$ cat config.mk
export PLATFORM = sky130hd
export DESIGN_NAME = key_tap_hold_gesture_detector_unit
export DESIGN_NICKNAME = d
export VERILOG_FILES = /design/src/rtl/core/ktd_pkg.sv /design/src/rtl/core/key_tap_hold_gesture_detector_unit.sv /design/src/rtl/core/ktd_front.sv /design/src/rtl/core/ktd_cmd_fifo.sv /design/src/rtl/core/ktd_back.sv
export SDC_FILE = /design/constraint.sdc
export NUM_CORES = 2
export LEC_CHECK = 0
export ABC_CLOCK_PERIOD_IN_PS = 13100
export BUFFER_PORTS_ARGS = -buffer_cell sky130_fd_sc_hd__buf_4
export CORE_ASPECT_RATIO = 1.75
export CORE_MARGIN = 2
export CORE_UTILIZATION = 59
export CTS_CLUSTER_DIAMETER = 40
export CTS_CLUSTER_SIZE = 40
export DETAILED_ROUTE_END_ITERATION = 10
export PLACE_DENSITY = 0.76
export REMOVE_ABC_BUFFERS = 1
export SETUP_SLACK_MARGIN = 0.1
export SLEW_MARGIN = 15
export SYNTH_ARGS = -nofsm -noshare
export SYNTH_HDL_FRONTEND = slang
export SYNTH_SLANG_ARGS = --single-unit
$ cat constraint.sdc
create_clock -name clk_i -period 13.1 [get_ports clk_i]
set_input_delay 2.62 -clock clk_i [delete_from_list [all_inputs] [get_ports clk_i]]
set_output_delay 2.62 -clock clk_i [all_outputs]
set_load 0.005 [all_outputs]
$ cat src/rtl/core/ktd_pkg.sv
`default_nettype none

package ktd_pkg;

  // default build values
  localparam int KTD_NUM_KEYS  = 16;
  localparam int KTD_REPEAT_MS = 50;
  localparam int KTD_TIME_BITS = 32;

  // command queue depth between front and back
  localparam int CMD_DEPTH = 2;

  // stream payload widths
  localparam int IN_TDATA_W  = 40;
  localparam int OUT_TDATA_W = 8;
  localparam int CFG_IDX_W   = 3;
  localparam int CFG_DATA_W  = 64;

  // register indexes
  localparam logic [CFG_IDX_W-1:0] REG_DETECTOR_ON  = 3'd0;
  localparam logic [CFG_IDX_W-1:0] REG_HOLD_MS      = 3'd1;
  localparam logic [CFG_IDX_W-1:0] REG_DOUBLE_WIN   = 3'd2;
  localparam logic [CFG_IDX_W-1:0] REG_TRIPLE_WIN   = 3'd3;
  localparam logic [CFG_IDX_W-1:0] REG_ACTION_MAP   = 3'd4;
  localparam logic [CFG_IDX_W-1:0] REG_REPEAT_MASK  = 3'd5;

  // register reset values
  localparam logic        RST_DETECTOR_ON = 1'b1;
  localparam logic [15:0] RST_HOLD_MS     = 16'd500;
  localparam logic [15:0] RST_DOUBLE_WIN  = 16'd300;
  localparam logic [15:0] RST_TRIPLE_WIN  = 16'd300;

  // gesture codes, also the bit of each gesture in a key's action nibble
  localparam logic [1:0] G_QUICK  = 2'd0;
  localparam logic [1:0] G_HOLD   = 2'd1;
  localparam logic [1:0] G_DOUBLE = 2'd2;
  localparam logic [1:0] G_TRIPLE = 2'd3;

  // tap count that fires a triple press
  localparam logic [1:0] TRIPLE_TAPS = 2'd3;

  // action nibble of a key whose only gesture is quick
  localparam logic [3:0] NIB_QUICK_ONLY = 4'b0001;

  // one classified item on its way to the back end
  typedef struct packed {
    logic        is_tick;
    logic [3:0]  key;
    logic        is_press;
    logic [31:0] time_ms;
  } cmd_t;

  // settings seen by the back end
  typedef struct packed {
    logic [15:0] hold_ms;
    logic [15:0] double_window_ms;
    logic [15:0] triple_window_ms;
    logic [63:0] action_map;
    logic [15:0] repeat_mask;
  } cfg_t;

endpackage

`default_nettype wire

$ cat src/rtl/core/key_tap_hold_gesture_detector_unit.sv
`default_nettype none

// channel   dir  handshake                    payload
// s_axis    in   s_axis_tvalid/s_axis_tready  tdata: key_index, is_press, time_ms; tuser: func
// m_axis    out  m_axis_tvalid/m_axis_tready  tdata: out_key, gesture; tlast: last_of_run
// cfg       in   cfg_valid_i/cfg_ready_o      cfg_index_i, cfg_data_i (always ready)
//
// a key event works on its own key record only, a tick walks every record: the
// back end steps through the key records one per cycle unless a stalled output holds it, one key per step.
// a two-entry command queue lets the front take items while the back is busy.
// reset clears the control state of every key at once; timestamps are not
// read before they are written, so no sweep is needed.
// a stalled output holds the back end whenever a result must move on while
// the pending slot and the output register are both full.

module key_tap_hold_gesture_detector_unit
  import ktd_pkg::*;
#(
  parameter int NUM_KEYS  = KTD_NUM_KEYS,
  parameter int REPEAT_MS = KTD_REPEAT_MS,
  parameter int TIME_BITS = KTD_TIME_BITS
) (
  input  wire logic                   clk_i,
  input  wire logic                   rst_ni,
  input  wire logic                   s_axis_tvalid,
  output logic                        s_axis_tready,
  // [3:0] key_index, [4] is_press, [36:5] time_ms, [39:37] zero
  input  wire logic [IN_TDATA_W-1:0]  s_axis_tdata,
  // [0] func
  input  wire logic                   s_axis_tuser,
  output logic                        m_axis_tvalid,
  input  wire logic                   m_axis_tready,
  // [3:0] out_key, [5:4] gesture, [7:6] zero
  output logic [OUT_TDATA_W-1:0]      m_axis_tdata,
  output logic                        m_axis_tlast,
  input  wire logic                   cfg_valid_i,
  output logic                        cfg_ready_o,
  input  wire logic [CFG_IDX_W-1:0]   cfg_index_i,
  input  wire logic [CFG_DATA_W-1:0]  cfg_data_i
);

  logic detector_on_q;
  cfg_t cfg_q;
  logic cfg_we, clear;

  logic push_valid, push_ready, pop_valid, pop_ready;
  cmd_t push_cmd, pop_cmd;

  logic [3:0] out_key;
  logic [1:0] out_gesture;

  // configuration registers
  assign cfg_ready_o = 1'b1;
  assign cfg_we      = cfg_valid_i && cfg_ready_o;
  assign clear       = cfg_we && (cfg_index_i == REG_DETECTOR_ON) && !cfg_data_i[0];

  always_ff @(posedge clk_i or negedge rst_ni) begin
    if (!rst_ni) begin
      detector_on_q          <= RST_DETECTOR_ON;
      cfg_q.hold_ms          <= RST_HOLD_MS;
      cfg_q.double_window_ms <= RST_DOUBLE_WIN;
      cfg_q.triple_window_ms <= RST_TRIPLE_WIN;
      cfg_q.action_map       <= '0;
      cfg_q.repeat_mask      <= '0;
    end else if (cfg_we) begin
      unique case (cfg_index_i)
        REG_DETECTOR_ON: detector_on_q          <= cfg_data_i[0];
        REG_HOLD_MS:     cfg_q.hold_ms          <= cfg_data_i[15:0];
        REG_DOUBLE_WIN:  cfg_q.double_window_ms <= cfg_data_i[15:0];
        REG_TRIPLE_WIN:  cfg_q.triple_window_ms <= cfg_data_i[15:0];
        REG_ACTION_MAP:  cfg_q.action_map       <= cfg_data_i;
        REG_REPEAT_MASK: cfg_q.repeat_mask      <= cfg_data_i[15:0];
        default: begin
        end
      endcase
    end
  end

  // front: accept and classify
  ktd_front #(
    .NUM_KEYS (NUM_KEYS)
  ) u_front (
    .in_valid_i    (s_axis_tvalid),
    .in_ready_o    (s_axis_tready),
    .in_data_i     (s_axis_tdata),
    .in_user_i     (s_axis_tuser),
    .detector_on_i (detector_on_q),
    .action_map_i  (cfg_q.action_map),
    .push_valid_o  (push_valid),
    .push_ready_i  (push_ready),
    .push_cmd_o    (push_cmd)
  );

  // queue between front and back
  ktd_cmd_fifo u_fifo (
    .clk_i        (clk_i),
    .rst_ni       (rst_ni),
    .push_valid_i (push_valid),
    .push_ready_o (push_ready),
    .push_cmd_i   (push_cmd),
    .pop_valid_o  (pop_valid),
    .pop_ready_i  (pop_ready),
    .pop_cmd_o    (pop_cmd)
  );

  // back: key record walk and result delivery
  ktd_back #(
    .NUM_KEYS  (NUM_KEYS),
    .REPEAT_MS (REPEAT_MS),
    .TIME_BITS (TIME_BITS)
  ) u_back (
    .clk_i         (clk_i),
    .rst_ni        (rst_ni),
    .cmd_valid_i   (pop_valid),
    .cmd_ready_o   (pop_ready),
    .cmd_i         (pop_cmd),
    .cfg_i         (cfg_q),
    .clear_i       (clear),
    .out_valid_o   (m_axis_tvalid),
    .out_ready_i   (m_axis_tready),
    .out_key_o     (out_key),
    .out_gesture_o (out_gesture),
    .out_last_o    (m_axis_tlast)
  );

  assign m_axis_tdata = {2'b00, out_gesture, out_key};

endmodule

`default_nettype wire

$ cat src/rtl/core/ktd_front.sv
`default_nettype none

module ktd_front
  import ktd_pkg::*;
#(
  parameter int NUM_KEYS = KTD_NUM_KEYS
) (
  input  wire logic                  in_valid_i,
  output logic                       in_ready_o,
  input  wire logic [IN_TDATA_W-1:0] in_data_i,
  input  wire logic                  in_user_i,
  input  wire logic                  detector_on_i,
  input  wire logic [63:0]           action_map_i,
  output logic                       push_valid_o,
  input  wire logic                  push_ready_i,
  output cmd_t                       push_cmd_o
);

  localparam logic [4:0] KEY_LIMIT = 5'(NUM_KEYS);

  cmd_t       cmd;
  logic [3:0] nib;
  logic       drop;

  // unpack the transfer
  always_comb begin
    cmd.is_tick  = in_user_i;
    cmd.key      = in_data_i[3:0];
    cmd.is_press = in_data_i[4];
    cmd.time_ms  = in_data_i[36:5];
  end

  // events for a disabled block, an absent key or an unregistered key do nothing
  assign nib  = 4'(action_map_i >> {cmd.key, 2'b00});
  assign drop = !cmd.is_tick &&
                (!detector_on_i || ({1'b0, cmd.key} >= KEY_LIMIT) || (nib == 4'b0000));

  // dropped items are taken in at the pace of the queue all the same
  assign in_ready_o   = push_ready_i;
  assign push_valid_o = in_valid_i && !drop;
  assign push_cmd_o   = cmd;

endmodule

`default_nettype wire

$ cat src/rtl/core/ktd_cmd_fifo.sv
`default_nettype none

module ktd_cmd_fifo
  import ktd_pkg::*;
(
  input  wire logic clk_i,
  input  wire logic rst_ni,
  input  wire logic push_valid_i,
  output logic      push_ready_o,
  input  wire cmd_t push_cmd_i,
  output logic      pop_valid_o,
  input  wire logic pop_ready_i,
  output cmd_t      pop_cmd_o
);

  localparam int AW = (CMD_DEPTH > 1) ? $clog2(CMD_DEPTH) : 1;
  localparam int CW = $clog2(CMD_DEPTH + 1);
  localparam logic [AW-1:0] LAST_SLOT = AW'(CMD_DEPTH - 1);

  cmd_t          slot_q [CMD_DEPTH];
  logic [AW-1:0] wr_q, wr_d, rd_q, rd_d;
  logic [CW-1:0] cnt_q, cnt_d;
  logic          do_push, do_pop;

  assign push_ready_o = (cnt_q != CW'(CMD_DEPTH));
  assign pop_valid_o  = (cnt_q != '0);
  assign pop_cmd_o    = slot_q[rd_q];
  assign do_push      = push_valid_i && push_ready_o;
  assign do_pop       = pop_valid_o && pop_ready_i;

  // pointer and fill bookkeeping
  always_comb begin
    wr_d  = wr_q;
    rd_d  = rd_q;
    cnt_d = cnt_q;
    if (do_push) begin
      wr_d = (wr_q == LAST_SLOT) ? '0 : wr_q + 1'b1;
    end
    if (do_pop) begin
      rd_d = (rd_q == LAST_SLOT) ? '0 : rd_q + 1'b1;
    end
    if (do_push && !do_pop) begin
      cnt_d = cnt_q + 1'b1;
    end else if (do_pop && !do_push) begin
      cnt_d = cnt_q - 1'b1;
    end
  end

  always_ff @(posedge clk_i or negedge rst_ni) begin
    if (!rst_ni) begin
      wr_q  <= '0;
      rd_q  <= '0;
      cnt_q <= '0;
    end else begin
      wr_q  <= wr_d;
      rd_q  <= rd_d;
      cnt_q <= cnt_d;
    end
  end

  // storage
  always_ff @(posedge clk_i) begin
    if (do_push) begin
      slot_q[wr_q] <= push_cmd_i;
    end
  end

endmodule

`default_nettype wire

$ cat src/rtl/core/ktd_back.sv
`default_nettype none

module ktd_back
  import ktd_pkg::*;
#(
  parameter int NUM_KEYS  = KTD_NUM_KEYS,
  parameter int REPEAT_MS = KTD_REPEAT_MS,
  parameter int TIME_BITS = KTD_TIME_BITS
) (
  input  wire logic       clk_i,
  input  wire logic       rst_ni,
  input  wire logic       cmd_valid_i,
  output logic            cmd_ready_o,
  input  wire cmd_t       cmd_i,
  input  wire cfg_t       cfg_i,
  input  wire logic       clear_i,
  output logic            out_valid_o,
  input  wire logic       out_ready_i,
  output logic [3:0]      out_key_o,
  output logic [1:0]      out_gesture_o,
  output logic            out_last_o
);

  localparam int TW = (TIME_BITS < 32) ? TIME_BITS : 32;
  localparam int KW = (NUM_KEYS > 1) ? $clog2(NUM_KEYS) : 1;
  localparam logic [KW-1:0] LAST_KEY = KW'(NUM_KEYS - 1);
  localparam logic [15:0]   REP_LIM  = 16'(REPEAT_MS);

  localparam logic [1:0] ST_IDLE  = 2'd0;
  localparam logic [1:0] ST_STEP  = 2'd1;
  localparam logic [1:0] ST_FLUSH = 2'd2;

  // per-key records
  logic          kd_q [NUM_KEYS];
  logic          ar_q [NUM_KEYS];
  logic [1:0]    tc_q [NUM_KEYS];
  logic [TW-1:0] pt_q [NUM_KEYS];
  logic [TW-1:0] rt_q [NUM_KEYS];

  logic [1:0]    state_q, state_d;
  logic [KW-1:0] walk_q, walk_d;
  cmd_t          cur_q, cur_d;

  // one result waits here until the next one shows whether it is the last
  logic          pend_v_q, pend_v_d;
  logic [3:0]    pend_key_q, pend_key_d;
  logic [1:0]    pend_g_q, pend_g_d;

  logic          out_v_q, out_v_d;
  logic [3:0]    out_key_q, out_key_d;
  logic [1:0]    out_g_q, out_g_d;
  logic          out_last_q, out_last_d;

  logic          kd, ar, kd_n, ar_n;
  logic [1:0]    tc, tc_n, tc_inc;
  logic [TW-1:0] pt, rt, pt_n, rt_n, now, start, diff;
  logic [15:0]   limit;
  logic [3:0]    nib;
  logic          rep_bit, rep_active, elapsed;
  logic          res_v;
  logic [1:0]    res_g;
  logic          out_free, step_fire;

  // read the record under the walk pointer
  always_comb begin
    kd      = kd_q[walk_q];
    ar      = ar_q[walk_q];
    tc      = tc_q[walk_q];
    pt      = pt_q[walk_q];
    rt      = rt_q[walk_q];
    nib     = 4'(cfg_i.action_map >> {6'(walk_q), 2'b00});
    rep_bit = cfg_i.repeat_mask[walk_q];
    now     = cur_q.time_ms[TW-1:0];
  end

  // one elapsed-time compare per step, its operands picked by the case at hand
  always_comb begin
    rep_active = kd && ar;
    if (!cur_q.is_tick) begin
      start = pt;
      limit = cfg_i.hold_ms;
    end else if (rep_active) begin
      start = pt;
      limit = REP_LIM;
    end else begin
      start = rt;
      limit = (tc == 2'd1) ? cfg_i.double_window_ms : cfg_i.triple_window_ms;
    end
    diff    = now - start;
    elapsed = (now >= start) && (diff >= TW'(limit));
  end

  // record update and gesture for one key
  always_comb begin
    kd_n   = kd;
    ar_n   = ar;
    tc_n   = tc;
    pt_n   = pt;
    rt_n   = rt;
    tc_inc = tc + 2'd1;
    res_v  = 1'b0;
    res_g  = G_QUICK;
    if (!cur_q.is_tick) begin
      if (cur_q.is_press) begin
        if (!kd) begin
          kd_n  = 1'b1;
          pt_n  = now;
          ar_n  = rep_bit && (nib == NIB_QUICK_ONLY);
          res_v = ar_n;
        end
      end else if (kd) begin
        kd_n = 1'b0;
        ar_n = 1'b0;
        if (nib[G_HOLD] && elapsed) begin
          res_v = 1'b1;
          res_g = G_HOLD;
          tc_n  = 2'd0;
        end else begin
          rt_n = now;
          if (tc_inc == TRIPLE_TAPS) begin
            res_v = nib[G_TRIPLE];
            res_g = G_TRIPLE;
            tc_n  = 2'd0;
          end else begin
            tc_n = tc_inc;
          end
        end
      end
    end else if (rep_active) begin
      if (elapsed) begin
        pt_n  = now;
        res_v = nib[G_QUICK];
      end
    end else if (!kd && (tc != 2'd0) && elapsed) begin
      res_g = (tc == 2'd1) ? G_QUICK : G_DOUBLE;
      res_v = nib[res_g];
      tc_n  = 2'd0;
    end
  end

  assign out_free    = !out_v_q || out_ready_i;
  assign cmd_ready_o = (state_q == ST_IDLE);
  assign step_fire   = (state_q == ST_STEP) && (!res_v || !pend_v_q || out_free);

  // sequencer, pending result and output register
  always_comb begin
    state_d    = state_q;
    walk_d     = walk_q;
    cur_d      = cur_q;
    pend_v_d   = pend_v_q;
    pend_key_d = pend_key_q;
    pend_g_d   = pend_g_q;
    out_v_d    = out_v_q && !out_ready_i;
    out_key_d  = out_key_q;
    out_g_d    = out_g_q;
    out_last_d = out_last_q;
    unique case (state_q)
      ST_IDLE: begin
        if (cmd_valid_i) begin
          cur_d   = cmd_i;
          walk_d  = cmd_i.is_tick ? '0 : cmd_i.key[KW-1:0];
          state_d = ST_STEP;
        end
      end
      ST_STEP: begin
        if (step_fire) begin
          if (res_v) begin
            if (pend_v_q) begin
              out_v_d    = 1'b1;
              out_key_d  = pend_key_q;
              out_g_d    = pend_g_q;
              out_last_d = 1'b0;
            end
            pend_v_d   = 1'b1;
            pend_key_d = 4'(walk_q);
            pend_g_d   = res_g;
          end
          if (!cur_q.is_tick || (walk_q == LAST_KEY)) begin
            state_d = ST_FLUSH;
          end else begin
            walk_d = walk_q + 1'b1;
          end
        end
      end
      ST_FLUSH: begin
        if (!pend_v_q) begin
          state_d = ST_IDLE;
        end else if (out_free) begin
          out_v_d    = 1'b1;
          out_key_d  = pend_key_q;
          out_g_d    = pend_g_q;
          out_last_d = 1'b1;
          pend_v_d   = 1'b0;
          state_d    = ST_IDLE;
        end
      end
      default: begin
        state_d = ST_IDLE;
      end
    endcase
  end

  always_ff @(posedge clk_i or negedge rst_ni) begin
    if (!rst_ni) begin
      state_q  <= ST_IDLE;
      walk_q   <= '0;
      pend_v_q <= 1'b0;
      out_v_q  <= 1'b0;
    end else begin
      state_q  <= state_d;
      walk_q   <= walk_d;
      pend_v_q <= pend_v_d;
      out_v_q  <= out_v_d;
    end
  end

  // payload registers
  always_ff @(posedge clk_i) begin
    cur_q      <= cur_d;
    pend_key_q <= pend_key_d;
    pend_g_q   <= pend_g_d;
    out_key_q  <= out_key_d;
    out_g_q    <= out_g_d;
    out_last_q <= out_last_d;
  end

  // key control state, cleared together when detection is switched off
  always_ff @(posedge clk_i or negedge rst_ni) begin
    if (!rst_ni) begin
      for (int i = 0; i < NUM_KEYS; i++) begin
        kd_q[i] <= 1'b0;
        ar_q[i] <= 1'b0;
        tc_q[i] <= 2'd0;
      end
    end else if (clear_i) begin
      for (int i = 0; i < NUM_KEYS; i++) begin
        kd_q[i] <= 1'b0;
        ar_q[i] <= 1'b0;
        tc_q[i] <= 2'd0;
      end
    end else if (step_fire) begin
      kd_q[walk_q] <= kd_n;
      ar_q[walk_q] <= ar_n;
      tc_q[walk_q] <= tc_n;
    end
  end

  // timestamps are only read once the control state says they were written
  always_ff @(posedge clk_i) begin
    if (step_fire) begin
      pt_q[walk_q] <= pt_n;
      rt_q[walk_q] <= rt_n;
    end
  end

  assign out_valid_o   = out_v_q;
  assign out_key_o     = out_key_q;
  assign out_gesture_o = out_g_q;
  assign out_last_o    = out_last_q;

`ifndef SYNTHESIS
  // every run is closed before the sequencer goes idle
  a_idle_no_pend: assert property (@(posedge clk_i) disable iff (!rst_ni)
    (state_q == ST_IDLE) |-> !pend_v_q)
    else $error("result left pending while idle");

  // a taken command always starts a walk
  a_pop_starts: assert property (@(posedge clk_i) disable iff (!rst_ni)
    (cmd_valid_i && cmd_ready_o) |=> (state_q == ST_STEP))
    else $error("command taken without a step");

  // the walk never leaves the key range
  a_walk_range: assert property (@(posedge clk_i) disable iff (!rst_ni)
    (state_q == ST_STEP) |-> (walk_q <= LAST_KEY))
    else $error("walk pointer out of range");

  // an event works on its own key only
  a_event_key: assert property (@(posedge clk_i) disable iff (!rst_ni)
    (state_q == ST_STEP && !cur_q.is_tick) |-> (walk_q == cur_q.key[KW-1:0]))
    else $error("event step on wrong key");
`endif

endmodule

`default_nettype wire
=== After elaboration in Yosys (flattened, before gate mapping) ===
Memories as Yosys holds them, arrays and structs flattened.
Cells that the tools add are included.

* Output and inout port bits: 12
* Input bits: 113
* Flip-flop bits (word level): 252
* RAM bits: 1100
* Memories kept: 3

* Eq/ne operators: 21
* Add/subtract/negate cells: 7
* Shifts and indexed selects: 2
* Reduce and logical (&&, ||, !) cells: 55
* Magnitude comparators: 6
* Bitwise gates (word level): 1
* Multiplexer cells: 118

{| class="wikitable"
|+ Memory list
! memory !! depth !! bits a word !! read ports !! clocked after memory_dff !! write ports !! RTL line !! text
|-
| u_back.pt_q || 16 || 32 || 1 || 0 || 1 || ktd_back.sv:37 || <nowiki>logic [TW-1:0] pt_q [NUM_KEYS];</nowiki>
|-
| u_back.rt_q || 16 || 32 || 1 || 0 || 1 || ktd_back.sv:38 || <nowiki>logic [TW-1:0] rt_q [NUM_KEYS];</nowiki>
|-
| u_fifo.slot_q || 2 || 38 || 1 || 0 || 1 || ktd_cmd_fifo.sv:20 || <nowiki>cmd_t slot_q [CMD_DEPTH];</nowiki>
|}

{| class="wikitable"
|+ Operators by type and width
! operator !! number
|-
| $mux W32 || 13
|-
| $shr A64 B6 Y4 || 2
|-
| $mux W16 || 7
|-
| $mux W2 || 30
|-
| $mux W1 || 42
|-
| $mux W4 || 9
|-
| $bwmux W16 || 2
|-
| $bwmux W32 || 1
|-
| $ge A32 B16 Y1 || 1
|-
| $ge A32 B32 Y1 || 1
|-
| $sub A32 B32 Y32 || 1
|-
| $logic_and A1 B1 Y1 || 17
|-
| $pmux W4 S2 || 2
|-
| $reduce_and A2 Y1 || 7
|-
| $bmux W1 S4 || 3
|-
| $logic_not A1 Y1 || 12
|-
| $ne A2 B1 Y1 const B || 6
|-
| $reduce_bool A2 Y1 || 6
|-
| $bmux W2 S4 || 1
|-
| $demux W2 S4 || 1
|-
| $reduce_and A4 Y1 || 2
|-
| $eq A3 B2 Y1 const B || 2
|-
| $eq A3 B3 Y1 const B || 2
|-
| $ne A2 B2 Y1 const B || 3
|-
| 26 further kinds || 37
|}

=== Depth between registers and ports, before layout ===
* Depth after elaboration: 21
* Gate-level depth with buffers: 33

=== Hierarchy ===
A second synthesis with hierarchy kept.

* Cells, all modules: 2909
* Area, all modules: 57457.6 µm²

{| class="wikitable"
|+ Modules (own cells, without submodules)
! module !! area each (µm²) !! cells an instance !! seq. area each (µm²) !! instances
|-
| ktd_back || 48666.7 || 2410 || 33962.6 || 1
|-
| key_tap_hold_gesture_detector_unit || 5238.8 || 283 || 3246.9 || 1
|-
| ktd_cmd_fifo || 2982.9 || 136 || 2382.3 || 1
|-
| ktd_front || 569.3 || 80 || 0.0 || 1
|}

=== Worst setup path after synthesis ===
No wires, ideal clock.

* Kind: reg-to-reg
* From: reg u_back.walk_q[0]
* To: reg u_back.tc_q[0] (netlist name)
* Cell stages (with the launch flop): 32
* Path buffers: 7
* Library setup time: 0.349 ns
* Slack: 1.007 ns
* Arrival time: 11.744 ns
* Cell sequence: dfrtp_1 -> buf_4 -> buf_6 -> buf_4 -> buf_2 -> clkbuf_1 -> buf_1 -> mux4_2 -> mux4_2 -> mux2_2 -> ha_1 -> fa_1 -> nand2b_1 -> a21o_1 -> and2_1 -> o21ai_0 -> a21o_1 -> a21oi_1 -> xnor2_1 -> ha_1 -> a21o_1 -> a21oi_1 -> o21ai_0 -> a21oi_1 -> o32ai_1 -> nor4_1 -> and4_1 -> o2111a_1 -> nor3_4 -> buf_4 -> nor3_1 -> mux2i_1

* Word-level cells in the longest chain between the ends: 20

{| class="wikitable"
|+ RTL lines
! item !! RTL line !! text
|-
| from (decl) || ktd_back.sv:41 || <nowiki>logic [KW-1:0] walk_q, walk_d;</nowiki>
|-
| from (signal assigned) || ktd_back.sv:211 || <nowiki>walk_q <= walk_d;</nowiki>
|-
| $not A4 Y5 (not written as such) || n/a ||
|-
| $bmux W1 S4, or another cell as far along || ktd_back.sv:66 || <nowiki>kd = kd_q[walk_q];</nowiki>
|-
| $mux W1 (not written as such), or another cell as far along (2 in a row) || ktd_back.sv:66 ||
|-
| $logic_and A1 B1 Y1 / $eq A2 B1 Y1 (equally long branches) || ktd_back.sv:78, ktd_back.sv:87, ktd_back.sv:135 ||
|-
| $mux W32 / $mux W16 (equally long branches) || ktd_back.sv:82, ktd_back.sv:87 ||
|-
| $mux W32 / $mux W16 (equally long branches) || ktd_back.sv:79, ktd_back.sv:82 ||
|-
| $sub A32 B32 Y32 / $mux W16 (equally long branches) || ktd_back.sv:89, ktd_back.sv:79 ||
|-
| $ge A32 B16 Y1 || ktd_back.sv:90 || <nowiki>elapsed = (now >= start) && (diff >= TW'(limit));</nowiki>
|-
| [... 2 more ...] || n/a ||
|-
| $mux W1 || ktd_back.sv:114 || <nowiki>if (nib[G_HOLD] && elapsed) begin</nowiki>
|-
| $mux W1 || ktd_back.sv:111 || <nowiki>end else if (kd) begin</nowiki>
|-
| $mux W1 || ktd_back.sv:104 || <nowiki>if (cur_q.is_press) begin</nowiki>
|-
| $mux W1 || ktd_back.sv:103 || <nowiki>if (!cur_q.is_tick) begin</nowiki>
|-
| $logic_not A1 Y1 || ktd_back.sv:143 || <nowiki>assign step_fire = (state_q == ST_STEP) && (!res_v || !pend_v_q || out_free);</nowiki>
|-
| $logic_or A1 B1 Y1 (2 in a row) || ktd_back.sv:143 ||
|-
| $logic_and A1 B1 Y1 || ktd_back.sv:143 ||
|-
| $reduce_bool A2 Y1 (no source line) || n/a ||
|-
| to (signal, indexed assignment) || ktd_back.sv:244 || <nowiki>tc_q[walk_q] <= tc_n;</nowiki>
|-
| to (decl) || ktd_back.sv:36 || <nowiki>logic [1:0] tc_q [NUM_KEYS];</nowiki>
|}

Parallel ways exist; a longest one is shown, timed or not. The select of a mux whose other input is x is not followed.
A chain may end at the register's enable or synchronous reset.

=== Final worst setup path ===
* From: reg u_back.walk_q[0]
* To: mem u_back.rt_q[15][23] (netlist name) (enable)

* Word-level cells in the longest chain between the ends: 21

{| class="wikitable"
|+ RTL lines
! item !! RTL line !! text
|-
| $not A4 Y5 (not written as such) || ktd_back.sv:66, ktd_back.sv:67, ktd_back.sv:68 ||
|-
| $bmux W1 S4, or another cell as far along || ktd_back.sv:66 ||
|-
| $mux W1 (not written as such), or another cell as far along (2 in a row) || ktd_back.sv:66 ||
|-
| $logic_and A1 B1 Y1 / $eq A2 B1 Y1 (equally long branches) || ktd_back.sv:78, ktd_back.sv:87, ktd_back.sv:135 ||
|-
| $mux W32 / $mux W16 (equally long branches) || ktd_back.sv:82, ktd_back.sv:87 ||
|-
| $mux W32 / $mux W16 (equally long branches) || ktd_back.sv:79, ktd_back.sv:82 ||
|-
| $sub A32 B32 Y32 / $mux W16 (equally long branches) || ktd_back.sv:89, ktd_back.sv:79 ||
|-
| $ge A32 B16 Y1 || ktd_back.sv:90 ||
|-
| [... 3 more ...] || n/a ||
|-
| $mux W1 || ktd_back.sv:111 ||
|-
| $mux W1 || ktd_back.sv:104 ||
|-
| $mux W1 || ktd_back.sv:103 ||
|-
| $logic_not A1 Y1 || ktd_back.sv:143 ||
|-
| $logic_or A1 B1 Y1 (2 in a row) || ktd_back.sv:143 ||
|-
| $logic_and A1 B1 Y1 || ktd_back.sv:143 ||
|-
| $mux W1 || ktd_back.sv:250 || <nowiki>if (step_fire) begin</nowiki>
|-
| $mux W1 (not written as such) || ktd_back.sv:252 || <nowiki>rt_q[walk_q] <= rt_n;</nowiki>
|-
| to (decl) || ktd_back.sv:38 ||
|}

Parallel ways exist; a longest one is shown, timed or not. The select of a mux whose other input is x is not followed.

==> summary.txt <==
Run status
  – Outcome: completed

GRT
  – Total GRT Usage: 0.284
  – Initial antenna violation count: 0
  – Vias in the first global route: a little over 30000
  – Global-route wire length before repair: 200 mm
  – Largest net degree at the start of global routing: 144
  – Grt ovf: 0

Setup path
  – R2r setup slk: 3190 ps
  – R2r endpoint: u_back.rt_q[15][23]
  – WP data arrival: 10280 ps
  – Crit. End Element: flip-flop
  – Crit Path Max Fanout: 48
  – CP Data Required Time: ~13000 ps
  – Reg-to-reg critical path startpoint: u_back.walk_q[0]
  – Slowest stage delay, CP: between 900 and 1000 ps
  – Crit-path most repeated cell: a21o_1
  – Crit Path Class: reg -> reg
  – Reg2Reg Depth: 29
  – Startpoint Class: flip-flop
  – CP max-delay cell: dfrtp_4

Clock tree
  – CTS tree: done
  – Root Driver: clkbuf_16
  – Worst-skew pair later-pin latency: 760 ps
  – CTS Buffer Depth: 3
  – Post-CTS sizing: 0
  – Setup Buffers After CTS: 0
  – Reg clk slew, reported paths: about 80 ps
  – Cts-stage hold buffer count: 0
  – CTS Sinks: 1352
  – Htree depth: 3
  – Num CTS Buffers: 117

Synthesis
  – Synth cell types: 77
  – EDFF count, synth: 1147
  – Proportion of netlist area held by the largest area contributor: 0.613
  – Post-synth top flop: edfxtp_1
  – Dominant cell type by area after synthesis: edfxtp_1
  – Synth Register Bits: about 1400
  – Synth area leaders: edfxtp_1, mux4_2, dfrtp_1
  – Most frequent cell after synthesis: edfxtp_1
  – Cells after synthesis: slightly below 3000
  – Mean Syn Cell Area: 19.5 um^2
  – Mapped cell area: around 0.056 mm^2
  – Async SR Flop Fraction: 0.152
  – Post-synthesis sequential area ratio: 0.705
  – Post-synth top cells: edfxtp_1, mux4_2, mux2_2
  – Yosys warns: 0

Place
  – Final RePlAce weighted congestion: 0.917
  – DP HPWL: 75.1 mm
  – Port Buffer Count: 118

STA
  – Final Hold Fails: 0
  – Min Tclk post-route: 9910 ps
  – RSZ-0062 raised after global routing: false
  – Sum of negative setup slack: 0 ps
  – Setup violators final: 0
  – Max Slew Vio Count: 0
  – Fin Hold WS: approximately 430 ps
  – Relative slew slack: 0.249
  – Worst slew pin tran: 1130 ps
  – Final worst-path cycle share: 0.757
  – Skew final: 49.0 ps
  – Max Fclk: 101 MHz

Floorplanning
  – Die Area: 0.0978 mm^2
  – Io pins: 125
  – # rows: 149
  – Core footprint: about 0.094 mm^2
  – Chip Height: 412 um
  – Die width: ~240 um
  – Initial Util: 0.595

Power and ir drop
  – Pwr/cell area: 281 mW/mm^2
  – Static Leak: 20.8 nW
  – VDD IR max: 0.166 mV

Drt
  – Vias per Instance: 6.77
  – WL final: 136 mm
  – Drt first pass iters: 7
  – Drt first-iter violations: 3222
  – Remaining antenna violation count after routing: 0
  – Vias: 29278
  – DRC Markers: 0
  – DR WL/cell: around 31 um

Hold path
  – Worst Hold End: u_back.out_gesture_o[0]
  – Worst min-delay path class: reg -> reg
  – Worst hold start: u_back.pend_g_q[0]
  – WHS Path Cells: 0

Finish
  – Layout overhead on the synthesized area: 12.0%
  – # diodes: 0
  – Layout cells sized above 1: 0.329
  – NumNets Final: 3186

Flow run
  – Maxcap violations: 0
flip-flops by register name, summed over array words and instances, names as in the netlist, 4 cells and up:
signal	flops
cfg_q	128
u_back.ar_q	16
u_back.kd_q	16
u_back.now	32
u_back.out_key_o	4
u_back.pend_key_q	4
u_back.pt_q	512
u_back.rt_q	512
u_back.tc_q	32
u_back.walk_q	4
u_fifo.slot_q	76
kinds of logic after synthesis:
group	Yosys count	share of synthesized area
DFF	1352	0.705
other	2	0.000134
xor gates and xnor gates	21	0.00327
and+or+nand+nor	349	0.0307
adders and majority gates	57	0.0128
AOI/OAI and AO/OA	245	0.0285
buffers and inverters	182	0.0131
muxes	677	0.207
how the worst max path moves through the flow:
stage                     cells past startpoint                  end  slack [ps]             start
after CTS                                    24    u_back.rt_q[4][0]        2970  u_back.walk_q[0]
final                                        29  u_back.rt_q[15][23]        3190  u_back.walk_q[0]
after detailed placement                     24   u_back.rt_q[11][0]        2980  u_back.walk_q[0]
after floorplan                              26      u_back.tc_q[16]      -11170  u_back.walk_q[0]
after global routing                         26   u_back.pt_q[15][8]        2550  u_back.walk_q[0]
after global placement                       25  u_back.pt_q[10][17]        2940  u_back.walk_q[0]
layer usage:
metal	track usage	up-vias	share of wire
met3	0.0446	288	0.071
met5	0	-	0
met1	0.352	15440	0.36
li1	-	12112	-
met4	0.124	0	0.044
met2	0.497	1438	0.53
cells in the final DEF, fill, tap and decap left out, types with 8 or more instances in the layout:
cell | netlist | routed
inv_12 | 0 | 8
clkinv_2 | 0 | 10
a21o_1 | 9 | 8
inv_6 | 0 | 17
nand4_1 | 23 | 23
nand2b_1 | 16 | 15
a22oi_1 | 8 | 8
a21oi_1 | 60 | 60
or4_1 | 12 | 12
o211ai_1 | 8 | 8
clkbuf_16 | 0 | 120
dfrtp_1 | 190 | 185
o21a_1 | 8 | 8
nand3_1 | 9 | 9
inv_8 | 0 | 12
edfxtp_1 | 1147 | 1147
inv_1 | 23 | 22
o21ai_0 | 47 | 43
nor4_1 | 21 | 21
nor2_1 | 61 | 60
o22ai_1 | 33 | 33
buf_4 | 7 | 149
xnor2_1 | 16 | 16
dfstp_2 | 15 | 15
buf_12 | 0 | 17
clkinv_8 | 0 | 14
a211oi_1 | 9 | 9
a211o_1 | 8 | 8
nor3_1 | 24 | 11
ha_1 | 56 | 56
mux4_2 | 363 | 363
nor3_2 | 0 | 13
mux2_2 | 228 | 228
nand2_1 | 139 | 139
mux2i_1 | 86 | 86
per-stage QoR:
stage | total power, mW | area [um^2] | std cells | setup WS [ps] | util
final | 17.7 | 62900 | 4322 | 3190 | 0.667
after global routing | 18.5 | 62900 | 4322 | 2550 | 0.667
after CTS | 17.7 | 62800 | 4318 | 2970 | 0.666
after detailed placement | 14.0 | 58700 | 4101 | 2980 | 0.622
after global placement | 13.7 | 58700 | 4100 | 2940 | 0.622
after floorplan | 12.3 | 55500 | 2728 | -11170 | -
where the power goes:
| group | internal (mW) | total (mW) | switching [mW] |
|---|---|---|---|
| registers | 6.53 | 6.90 | 0.374 |
| logic | 2.68 | 7.12 | 4.44 |
| clock network | 1.91 | 3.66 | 1.74 |
worst max-delay path: cells and delay by family (launching register included):
family | cells | cell delay (ps)
and+or+nand+nor | 6 | 1830
buffers and inverters | 5 | 2200
DFF | 1 | 980
muxes | 3 | 1290
adders and majority gates | 2 | 720
xor gates and xnor gates | 1 | 150
AOI/OAI and AO/OA | 12 | 2140
cell type report:
cell class	instances	area, um^2
clock buffers	125	3030
well taps	1208	1510
flip-flops and latches	1352	39600
multi-input cells	1352	16000
inverters	24	90.1
clock inverters	92	1120
fillers	5994	31400
repair buffers	169	1530
Power figures use the tool's default switching activity.
